<file path="src/sv/adcema_pkg.sv">
package adcema_pkg;

  // field widths
  localparam int CODE_W = 24;
  localparam int UV_W   = 22;
  localparam int CFG_W  = 8;
  localparam int IDX_W  = 2;

  // register indexes
  localparam logic [IDX_W-1:0] REG_GAIN   = 2'd0;
  localparam logic [IDX_W-1:0] REG_WINDOW = 2'd1;

  // reset values of the registers
  localparam logic [CFG_W-1:0] GAIN_RST   = 8'd16;
  localparam logic [CFG_W-1:0] WINDOW_RST = 8'd1;

  // scaling: code * 2048000 / (gain * 2^23) == (code * 125 / 2^9) / gain
  localparam int PROD_W  = 32;
  localparam int SCALE_SH = 9;

  // shared divider dividend width (covers |uv| and |uv - avg|)
  localparam int DIVD_W = 22;
  localparam int CNT_W  = $clog2(DIVD_W);

  // saturation threshold on the signed code
  localparam logic signed [CODE_W-1:0] SAT_LIMIT = 24'sd8388592;

  typedef struct packed {
    logic              done;
    logic [DIVD_W-1:0] quotient;
  } div_res_t;

endpackage

</file>
<file path="src/sv/adc_code_to_microvolt_ema.sv">
// converter code to microvolt scaler with optional exponential average
//
// input channel: in_valid / in_stall with in_raw_code, a 24-bit two's
// complement code. output channel: out_valid / out_stall with
// out_level_uv (signed microvolts) and out_saturated.
// configuration: cfg_valid / cfg_ready with cfg_index and cfg_data;
// index 0 is gain, index 1 is window. any write to either clears the
// running average. cfg_ready is always high; write only while idle.
//
// one item at a time: one shared serial divider (one quotient bit per
// cycle, 22 bits, then a registered done) does the gain divide and, with
// the filter active and the average nonzero, the window divide. the
// result then passes through S_OUT into the output register; in_stall
// is high from the input transfer until that load and drops in the cycle
// the result shows on out_valid, when the next item can be taken.
// the result sits in an output register; the next item is taken while it
// waits. if out_stall holds a result and a newer one is done, the newer
// one waits inside and the block stays stalled on input.
// reset: gain 16, window 1, average zero, no result pending.
module adc_code_to_microvolt_ema
  import adcema_pkg::*;
(
  input  logic                   clk,
  input  logic                   rst_n,
  input  logic                   in_valid,
  output logic                   in_stall,
  input  logic [CODE_W-1:0]      in_raw_code,
  output logic                   out_valid,
  input  logic                   out_stall,
  output logic signed [UV_W-1:0] out_level_uv,
  output logic                   out_saturated,
  input  logic                   cfg_valid,
  output logic                   cfg_ready,
  input  logic [IDX_W-1:0]       cfg_index,
  input  logic [CFG_W-1:0]       cfg_data
);

  localparam logic [1:0] S_IDLE    = 2'd0;
  localparam logic [1:0] S_DIV_UV  = 2'd1;
  localparam logic [1:0] S_DIV_AVG = 2'd2;
  localparam logic [1:0] S_OUT     = 2'd3;

  logic [1:0]             state_r, state_nxt;
  logic [CFG_W-1:0]       gain_r, gain_nxt;
  logic [CFG_W-1:0]       window_r, window_nxt;
  logic signed [UV_W-1:0] avg_r, avg_nxt;
  logic                   neg_r, neg_nxt;
  logic                   sat_r, sat_nxt;
  logic signed [UV_W-1:0] res_r, res_nxt;
  logic                   out_valid_r, out_valid_nxt;
  logic signed [UV_W-1:0] out_value_r, out_value_nxt;
  logic                   out_sat_r, out_sat_nxt;

  logic                   accept;
  logic signed [CODE_W-1:0] code;
  logic signed [PROD_W-1:0] code_x;
  logic signed [PROD_W-1:0] prod;
  logic [PROD_W-1:0]        prod_mag;
  logic signed [UV_W-1:0]   q_signed;
  logic signed [UV_W-1:0]   uv;
  logic signed [UV_W:0]     diff;
  logic [UV_W:0]            diff_mag;

  logic                   div_start;
  logic [DIVD_W-1:0]      div_dividend;
  logic [CFG_W-1:0]       div_divisor;
  div_res_t               div_res;

  assign in_stall  = (state_r != S_IDLE);
  assign accept    = in_valid && !in_stall;
  assign cfg_ready = 1'b1;

  // code * 125 by shift and add, then magnitude scaled down by 2^9
  assign code     = $signed(in_raw_code);
  assign code_x   = PROD_W'(code);
  assign prod     = (code_x <<< 7) - (code_x <<< 2) + code_x;
  assign prod_mag = prod[PROD_W-1] ? PROD_W'(-prod) : PROD_W'(prod);

  // signed quotient, shared by both divide phases
  assign q_signed = neg_r ? -$signed(UV_W'(div_res.quotient))
                          : $signed(UV_W'(div_res.quotient));
  assign uv       = q_signed;
  assign diff     = (UV_W+1)'(uv) - (UV_W+1)'(avg_r);
  assign diff_mag = diff[UV_W] ? (UV_W+1)'(-diff) : (UV_W+1)'(diff);

  // sequencer
  always_comb begin
    state_nxt     = state_r;
    gain_nxt      = gain_r;
    window_nxt    = window_r;
    avg_nxt       = avg_r;
    neg_nxt       = neg_r;
    sat_nxt       = sat_r;
    res_nxt       = res_r;
    out_valid_nxt = out_valid_r;
    out_value_nxt = out_value_r;
    out_sat_nxt   = out_sat_r;
    div_start     = 1'b0;
    div_dividend  = prod_mag[SCALE_SH +: DIVD_W];
    div_divisor   = (gain_r == '0) ? CFG_W'(1) : gain_r;

    // output register drains on transfer
    if (out_valid_r && !out_stall) begin
      out_valid_nxt = 1'b0;
    end

    // register writes
    if (cfg_valid && cfg_ready) begin
      if (cfg_index == REG_GAIN) begin
        gain_nxt = cfg_data;
        avg_nxt  = '0;
      end else if (cfg_index == REG_WINDOW) begin
        window_nxt = cfg_data;
        avg_nxt    = '0;
      end
    end

    case (state_r)
      S_IDLE: begin
        if (accept) begin
          neg_nxt   = prod[PROD_W-1];
          sat_nxt   = (code >= SAT_LIMIT) || (code <= -SAT_LIMIT);
          div_start = 1'b1;
          state_nxt = S_DIV_UV;
        end
      end
      S_DIV_UV: begin
        if (div_res.done) begin
          if (window_r > CFG_W'(1)) begin
            if (avg_r == '0) begin
              avg_nxt   = uv;
              res_nxt   = uv;
              state_nxt = S_OUT;
            end else begin
              neg_nxt      = diff[UV_W];
              div_dividend = diff_mag[DIVD_W-1:0];
              div_divisor  = window_r;
              div_start    = 1'b1;
              state_nxt    = S_DIV_AVG;
            end
          end else begin
            res_nxt   = uv;
            state_nxt = S_OUT;
          end
        end
      end
      S_DIV_AVG: begin
        if (div_res.done) begin
          avg_nxt   = avg_r + q_signed;
          res_nxt   = avg_r + q_signed;
          state_nxt = S_OUT;
        end
      end
      S_OUT: begin
        if (!out_valid_r || !out_stall) begin
          out_valid_nxt = 1'b1;
          out_value_nxt = res_r;
          out_sat_nxt   = sat_r;
          state_nxt     = S_IDLE;
        end
      end
      default: begin
        state_nxt = S_IDLE;
      end
    endcase
  end

  always_ff @(posedge clk) begin
    if (!rst_n) begin
      state_r     <= S_IDLE;
      gain_r      <= GAIN_RST;
      window_r    <= WINDOW_RST;
      avg_r       <= '0;
      out_valid_r <= 1'b0;
    end else begin
      state_r     <= state_nxt;
      gain_r      <= gain_nxt;
      window_r    <= window_nxt;
      avg_r       <= avg_nxt;
      out_valid_r <= out_valid_nxt;
    end
  end

  always_ff @(posedge clk) begin
    neg_r       <= neg_nxt;
    sat_r       <= sat_nxt;
    res_r       <= res_nxt;
    out_value_r <= out_value_nxt;
    out_sat_r   <= out_sat_nxt;
  end

  // shared serial divider
  adcema_div u_div (
    .clk      (clk),
    .rst_n    (rst_n),
    .start    (div_start),
    .dividend (div_dividend),
    .divisor  (div_divisor),
    .res      (div_res)
  );

  assign out_valid     = out_valid_r;
  assign out_level_uv  = out_value_r;
  assign out_saturated = out_sat_r;

endmodule

</file>
<file path="src/sv/adcema_div.sv">
module adcema_div
  import adcema_pkg::*;
(
  input  logic              clk,
  input  logic              rst_n,
  input  logic              start,
  input  logic [DIVD_W-1:0] dividend,
  input  logic [CFG_W-1:0]  divisor,
  output div_res_t          res
);

  logic              busy_r, busy_nxt;
  logic              done_r, done_nxt;
  logic [CNT_W-1:0]  cnt_r, cnt_nxt;
  logic [CFG_W-1:0]  dvs_r, dvs_nxt;
  logic [CFG_W-1:0]  rem_r, rem_nxt;
  logic [DIVD_W-1:0] quo_r, quo_nxt;
  logic [CFG_W:0]    shifted;
  logic              ge;

  // one restoring step per cycle
  assign shifted = {rem_r, quo_r[DIVD_W-1]};
  assign ge      = (shifted >= {1'b0, dvs_r});

  always_comb begin
    busy_nxt = busy_r;
    done_nxt = 1'b0;
    cnt_nxt  = cnt_r;
    dvs_nxt  = dvs_r;
    rem_nxt  = rem_r;
    quo_nxt  = quo_r;
    if (start) begin
      busy_nxt = 1'b1;
      cnt_nxt  = '0;
      dvs_nxt  = divisor;
      rem_nxt  = '0;
      quo_nxt  = dividend;
    end else if (busy_r) begin
      rem_nxt = ge ? CFG_W'(shifted - {1'b0, dvs_r}) : shifted[CFG_W-1:0];
      quo_nxt = {quo_r[DIVD_W-2:0], ge};
      cnt_nxt = cnt_r + 1'b1;
      if (cnt_r == CNT_W'(DIVD_W - 1)) begin
        busy_nxt = 1'b0;
        done_nxt = 1'b1;
      end
    end
  end

  always_ff @(posedge clk) begin
    if (!rst_n) begin
      busy_r <= 1'b0;
      done_r <= 1'b0;
      cnt_r  <= '0;
    end else begin
      busy_r <= busy_nxt;
      done_r <= done_nxt;
      cnt_r  <= cnt_nxt;
    end
  end

  always_ff @(posedge clk) begin
    dvs_r <= dvs_nxt;
    rem_r <= rem_nxt;
    quo_r <= quo_nxt;
  end

  assign res.done     = done_r;
  assign res.quotient = quo_r;

endmodule
</file>
<file path="config.mk">
export PLATFORM = sky130hd
export DESIGN_NAME = adc_code_to_microvolt_ema
export DESIGN_NICKNAME = d
export VERILOG_FILES = /design/src/sv/adcema_pkg.sv /design/src/sv/adc_code_to_microvolt_ema.sv /design/src/sv/adcema_div.sv
export SDC_FILE = /design/constraint.sdc
export NUM_CORES = 1
export LEC_CHECK = 0
export ABC_AREA = 1
export BUFFER_PORTS_ARGS = -buffer_cell sky130_fd_sc_hd__buf_2
export CELL_PAD_IN_SITES_DETAIL_PLACEMENT = 1
export CELL_PAD_IN_SITES_GLOBAL_PLACEMENT = 1
export CORE_ASPECT_RATIO = 0.9
export CORE_MARGIN = 2
export CORE_UTILIZATION = 25
export DETAILED_ROUTE_END_ITERATION = 12
export MAX_ROUTING_LAYER = met4
export PLACE_DENSITY_LB_ADDON = 0.05
export SLEW_MARGIN = 20
export SYNTH_ARGS = -nofsm -noshare
export SYNTH_HDL_FRONTEND = slang
export SYNTH_SLANG_ARGS = --single-unit
export TNS_END_PERCENT = 100
</file>
<file path="constraint.sdc">
create_clock -name clk -period 7.4 [get_ports clk]
set_clock_uncertainty 0.1 [all_clocks]
set_input_delay 0.37 -clock clk [delete_from_list [all_inputs] [get_ports clk]]
set_output_delay 0.37 -clock clk [all_outputs]
set_load 0.02 [all_outputs]
</file>
==> Flow_metrics.wiki <==
{| class="wikitable"
! Metric !! Value
|-
| Yosys synthesis warning count || 0
|-
| Net count after synthesis || 2369
|-
| Die Y || 229 um
|-
| Hold bufs inserted after CTS || 0
|-
| DRT Pass-1 Iters || 5
|-
| CTS tree || done
|-
| Maximum level of the CTS H-tree || 4
|-
| Sequential element share of the synthesized area || 24.5%
|-
| Status || completed
|-
| Flip-flop and latch count after synthesis || 133
|-
| Total number of clock tree sinks || 133
|-
| Master cell of the clock root buffer || sky130_fd_sc_hd__clkbuf_16
|-
| Core occupancy in the finished layout || 28.2%
|-
| Total via count after detailed routing || 14300
|-
| Async set-or-reset flop fraction in the synthesized netlist || 0%
|-
| Avg Vias per Cell || 4.75
|-
| Part of the power in the clock network || 11.6%
|-
| Remaining antenna violation count || 0
|-
| Time the worst path needs with I/O delays and setup || 5.54 ns
|-
| Primary flip-flop cell chosen by synthesis mapping || sky130_fd_sc_hd__edfxtp_1
|-
| Critical Path Fanout Max || 20
|-
| Starting density of the core || 25.2%
|-
| Capturing element type of the critical path || flop
|-
| Area used by multi-input combinational logic || 0.00882 sq mm
|-
| Total global-route track usage || 21.7%
|-
| Fraction of final layout cells with drive strength greater than 1 || 7.86%
|-
| Nets || 2414
|-
| Antenna violations before repair || 1
|-
| Biggest area contributors in the synthesized netlist || sky130_fd_sc_hd__edfxtp_1 17%, sky130_fd_sc_hd__nand2_1 16%, sky130_fd_sc_hd__inv_1 11%
|-
| Post-synthesis share of cell area spent on xor and xnor gates || 2.93%
|-
| Routability-driven placement congestion ratio || 0.915
|-
| Critical-path top delay cell || sky130_fd_sc_hd__nand2_1
|-
| P per Cell Area || 482 mW/mm^2
|-
| Fraction of post-synthesis cell area in the top cell type by area || 16.5%
|-
| Clk_lat worst skew || 0.45 ns
|-
| Clock edge transition at the registers on the reported setup and hold paths || 0.07 ns
|-
| Share of cell area taken by muxes after synthesis || 0%
|-
| Number of global-route vias before repair || 14800
|-
| Chip Width || 253 um
|-
| Type of the worst setup path || flop to flop
|-
| Comb pwr share || 73.2%
|-
| Peak VDD IR || 239 uV
|-
| Site Rows || 82
|-
| Pins Over Slew Limit || 0
|-
| Switching power summed over all nets || 4620 uW
|-
| Kind of start point of the critical path || flop
|-
| Worst stage delay on the critical path || 0.55 ns
|-
| Cell Area, Synth || 0.0140 sq mm
|-
| Total length of routed wires || 60200 um
|-
| Combinational family with the most area after synthesis || simple AND/OR/NAND/NOR gates
|-
| Footprint of the flip-flops and latches || 0.00343 sq mm
|-
| Number of standard cells after synthesis || 2207
|-
| Area share of and/or/nand/nor cells after synthesis || 34.5%
|-
| Top-Level Pins || 65
|-
| Wire length of the first global-routing pass || 92000 um
|-
| Fraction of power consumed by sequential logic || 15.2%
|-
| Number of gates given a new drive strength after cts || 0
|-
| Buffer depth of the longest clock path || 2
|-
| Cell leakage power || 0.00771 uW
|-
| Port Buffer Count || 63
|-
| Postcts setup bufs || 0
|-
| Switching share of total power || 61.1%
|-
| Cell type contributing the most total cell area after synthesis || sky130_fd_sc_hd__edfxtp_1
|-
| Number of inserted filler cells in the final layout || 7108
|-
| Transition time at the pin with the least slew margin || 0.889 ns
|-
| Inserted Diodes || 0
|-
| Required time at the endpoint of the critical path || 7.50 ns
|-
| Avg WL per Cell || 19.9 um
|-
| Final TNS setup || 0 ns
|-
| Count of flip-flops with a built-in enable after synthesis || 77
|-
| Placed wire-length estimate || 51100 um
|-
| Area growth from synthesis to layout || 12.0%
|-
| Most common cell on crit path || sky130_fd_sc_hd__nand2_1
|-
| Post-detailed-placement cell area || 0.0151 sq mm
|-
| Total Die Area || 0.0579 sq mm
|-
| Global route total overflow || 0
|-
| Fin crit share || 74.9%
|-
| Hold Path Class || input port to flop
|-
| Post-synthesis share of cell area spent on full adders, half adders and majority gates || 12.1%
|-
| Setup violations, final || 0
|-
| Crit path DAT || 5.65 ns
|-
| Iter 0 DRT Violations || 794
|-
| Largest net degree at the start of global routing || 36
|-
| Final routed DRC violation total || 0
|-
| Final instance area || 0.0157 sq mm
|-
| Slew headroom || 40.7%
|-
| Number of buffer and inverter instances along the worst setup path || 5
|-
| Max capacitance violation total || 0
|-
| Post-route worst hold slack || 0.0457 ns
|-
| Total count of hold-check failures in the final report || 0
|-
| Core ar. || 0.0555 sq mm
|-
| Family with the most delay on the worst path || simple AND/OR/NAND/NOR gates
|-
| CTS buffer count || 17
|-
| Unrepaired setup endpoints after global routing || false
|-
| Internal Pwr Total || 2940 uW
|-
| Syn Area/Cell || 6.34 sq um
|-
| FMAX || 0.180 GHz
|-
| Share of the synthesized area in compound gates (AO/OA/AOI/OAI) || 13.3%
|-
| Synth unique cells || 55
|}
==> registers in the layout, summed over array words and instances (netlist names) <==
name	flops
sat_r	1
out_level_uv	22
gain_r	8
u_div.busy_r	1
u_div.dvs_r	8
u_div.quo_r	22
state_r	2
neg_r	1
window_r	8
out_valid	1
u_div.done_r	1
u_div.rem_r	8
avg_r	22
out_saturated	1
res_r	22
u_div.cnt_r	5
==> worst reg2reg max path, delay by kind of cell, from the launching register on <==
family	cells	cell delay (ns)
adder cells (fa/ha/maj)	2	0.64
AND/OR/NAND/NOR	16	2.65
AO/OA/AOI/OAI	1	0.33
flip-flops	1	0.49
buffers and inverters	5	0.70
XOR/XNOR	2	0.40
==> routing by layer <==
layer  GRT usage, %  part of all wire (%)  vias up  wire length [um]
met4           3.68                   1.3        0               759
li1               -                     -     7210                 -
met2           31.5                    41      169             24900
met1           32.4                    54     6938             32500
met5              -                     0        -                 0
met3           2.64                   3.4       30              2050
==> power by group through the flow <==
stage	logic (uW)	clock network [uW]	registers [uW]
floorplan	3700	0	1090
global placement	5470	0	1170
detailed placement	5500	0	1170
CTS	5530	900	1150
global route	6160	930	1170
finish	5530	874	1150
==> worst paths after layout <==
path | startpoint | depth (start not counted) | slack, ns | end
worst max-delay path | u_div.quo_r[0] | 26 | 1.86 | u_div.quo_r[9]
worst max register to register | u_div.quo_r[0] | 26 | 1.86 | u_div.quo_r[9]
worst min-delay path | cfg_data[4] | 3 | 0.05 | gain_r[4]
worst min register to register | res_r[2] | 0 | 0.32 | out_level_uv[2]
==> cells in the mapped netlist, types with 5 or more instances <==
cell type / instances
sky130_fd_sc_hd__nand4_1: 55
sky130_fd_sc_hd__a21oi_1: 129
sky130_fd_sc_hd__o22ai_1: 10
sky130_fd_sc_hd__ha_1: 102
sky130_fd_sc_hd__clkbuf_1: 23
sky130_fd_sc_hd__nand3_1: 148
sky130_fd_sc_hd__o21ai_0: 123
sky130_fd_sc_hd__xnor2_1: 12
sky130_fd_sc_hd__or2_2: 8
sky130_fd_sc_hd__nand3_2: 5
sky130_fd_sc_hd__nand2_1: 597
sky130_fd_sc_hd__a31oi_1: 10
sky130_fd_sc_hd__edfxtp_1: 77
sky130_fd_sc_hd__o31ai_1: 7
sky130_fd_sc_hd__nand2_2: 25
sky130_fd_sc_hd__nor2_1: 198
sky130_fd_sc_hd__o21ai_1: 11
sky130_fd_sc_hd__buf_4: 7
sky130_fd_sc_hd__nor4_1: 12
sky130_fd_sc_hd__inv_2: 8
sky130_fd_sc_hd__inv_1: 397
sky130_fd_sc_hd__nor3_1: 26
sky130_fd_sc_hd__nand3b_1: 9
sky130_fd_sc_hd__buf_2: 10
sky130_fd_sc_hd__xor2_1: 33
sky130_fd_sc_hd__o211ai_1: 18
sky130_fd_sc_hd__fa_1: 21
sky130_fd_sc_hd__nor2_2: 13
sky130_fd_sc_hd__dfxtp_1: 56
==> layout make-up <==
class / count / share of cell area [%]
clock inverter: 14 / 0.806
sequential: 133 / 21.9
multi-input combinational: 1621 / 56.2
clock buffer: 18 / 2.87
timing repair buffer: 71 / 2.39
inverter: 408 / 9.77
tap: 756 / 6.03
==> stage by stage <==
stage	worst slack [ns]	total power [uW]	cells
floorplan	3.47	4790	2207
global placement	2.07	6640	2989
detailed placement	1.92	6670	2989
CTS	1.91	7580	3021
global route	1.18	8250	3021
finish	1.86	7550	3021
==> kinds of logic after synthesis <==
kind of cell | Yosys count
xor gates and xnor gates | 46
buffers and inverters | 453
adders and majority gates | 123
DFF | 133
AOI/OAI and AO/OA | 336
and+or+nand+nor | 1115
other | 1
==> cell usage in the layout (no fill, tap or decap), drive strengths merged, types with 7 or more instances in the layout <==
master / count
a21oi: 134
a31oi: 10
buf: 71
clkbuf: 18
dfxtp: 56
edfxtp: 77
fa: 21
ha: 102
inv: 417
nand2: 622
nand3: 153
nand3b: 9
nand4: 55
nor2: 214
nor3: 30
nor4: 13
o211ai: 18
o21ai: 135
o22ai: 10
o31ai: 7
or2: 10
xnor2: 12
xor2: 34
Power figures use the tool's default switching activity.
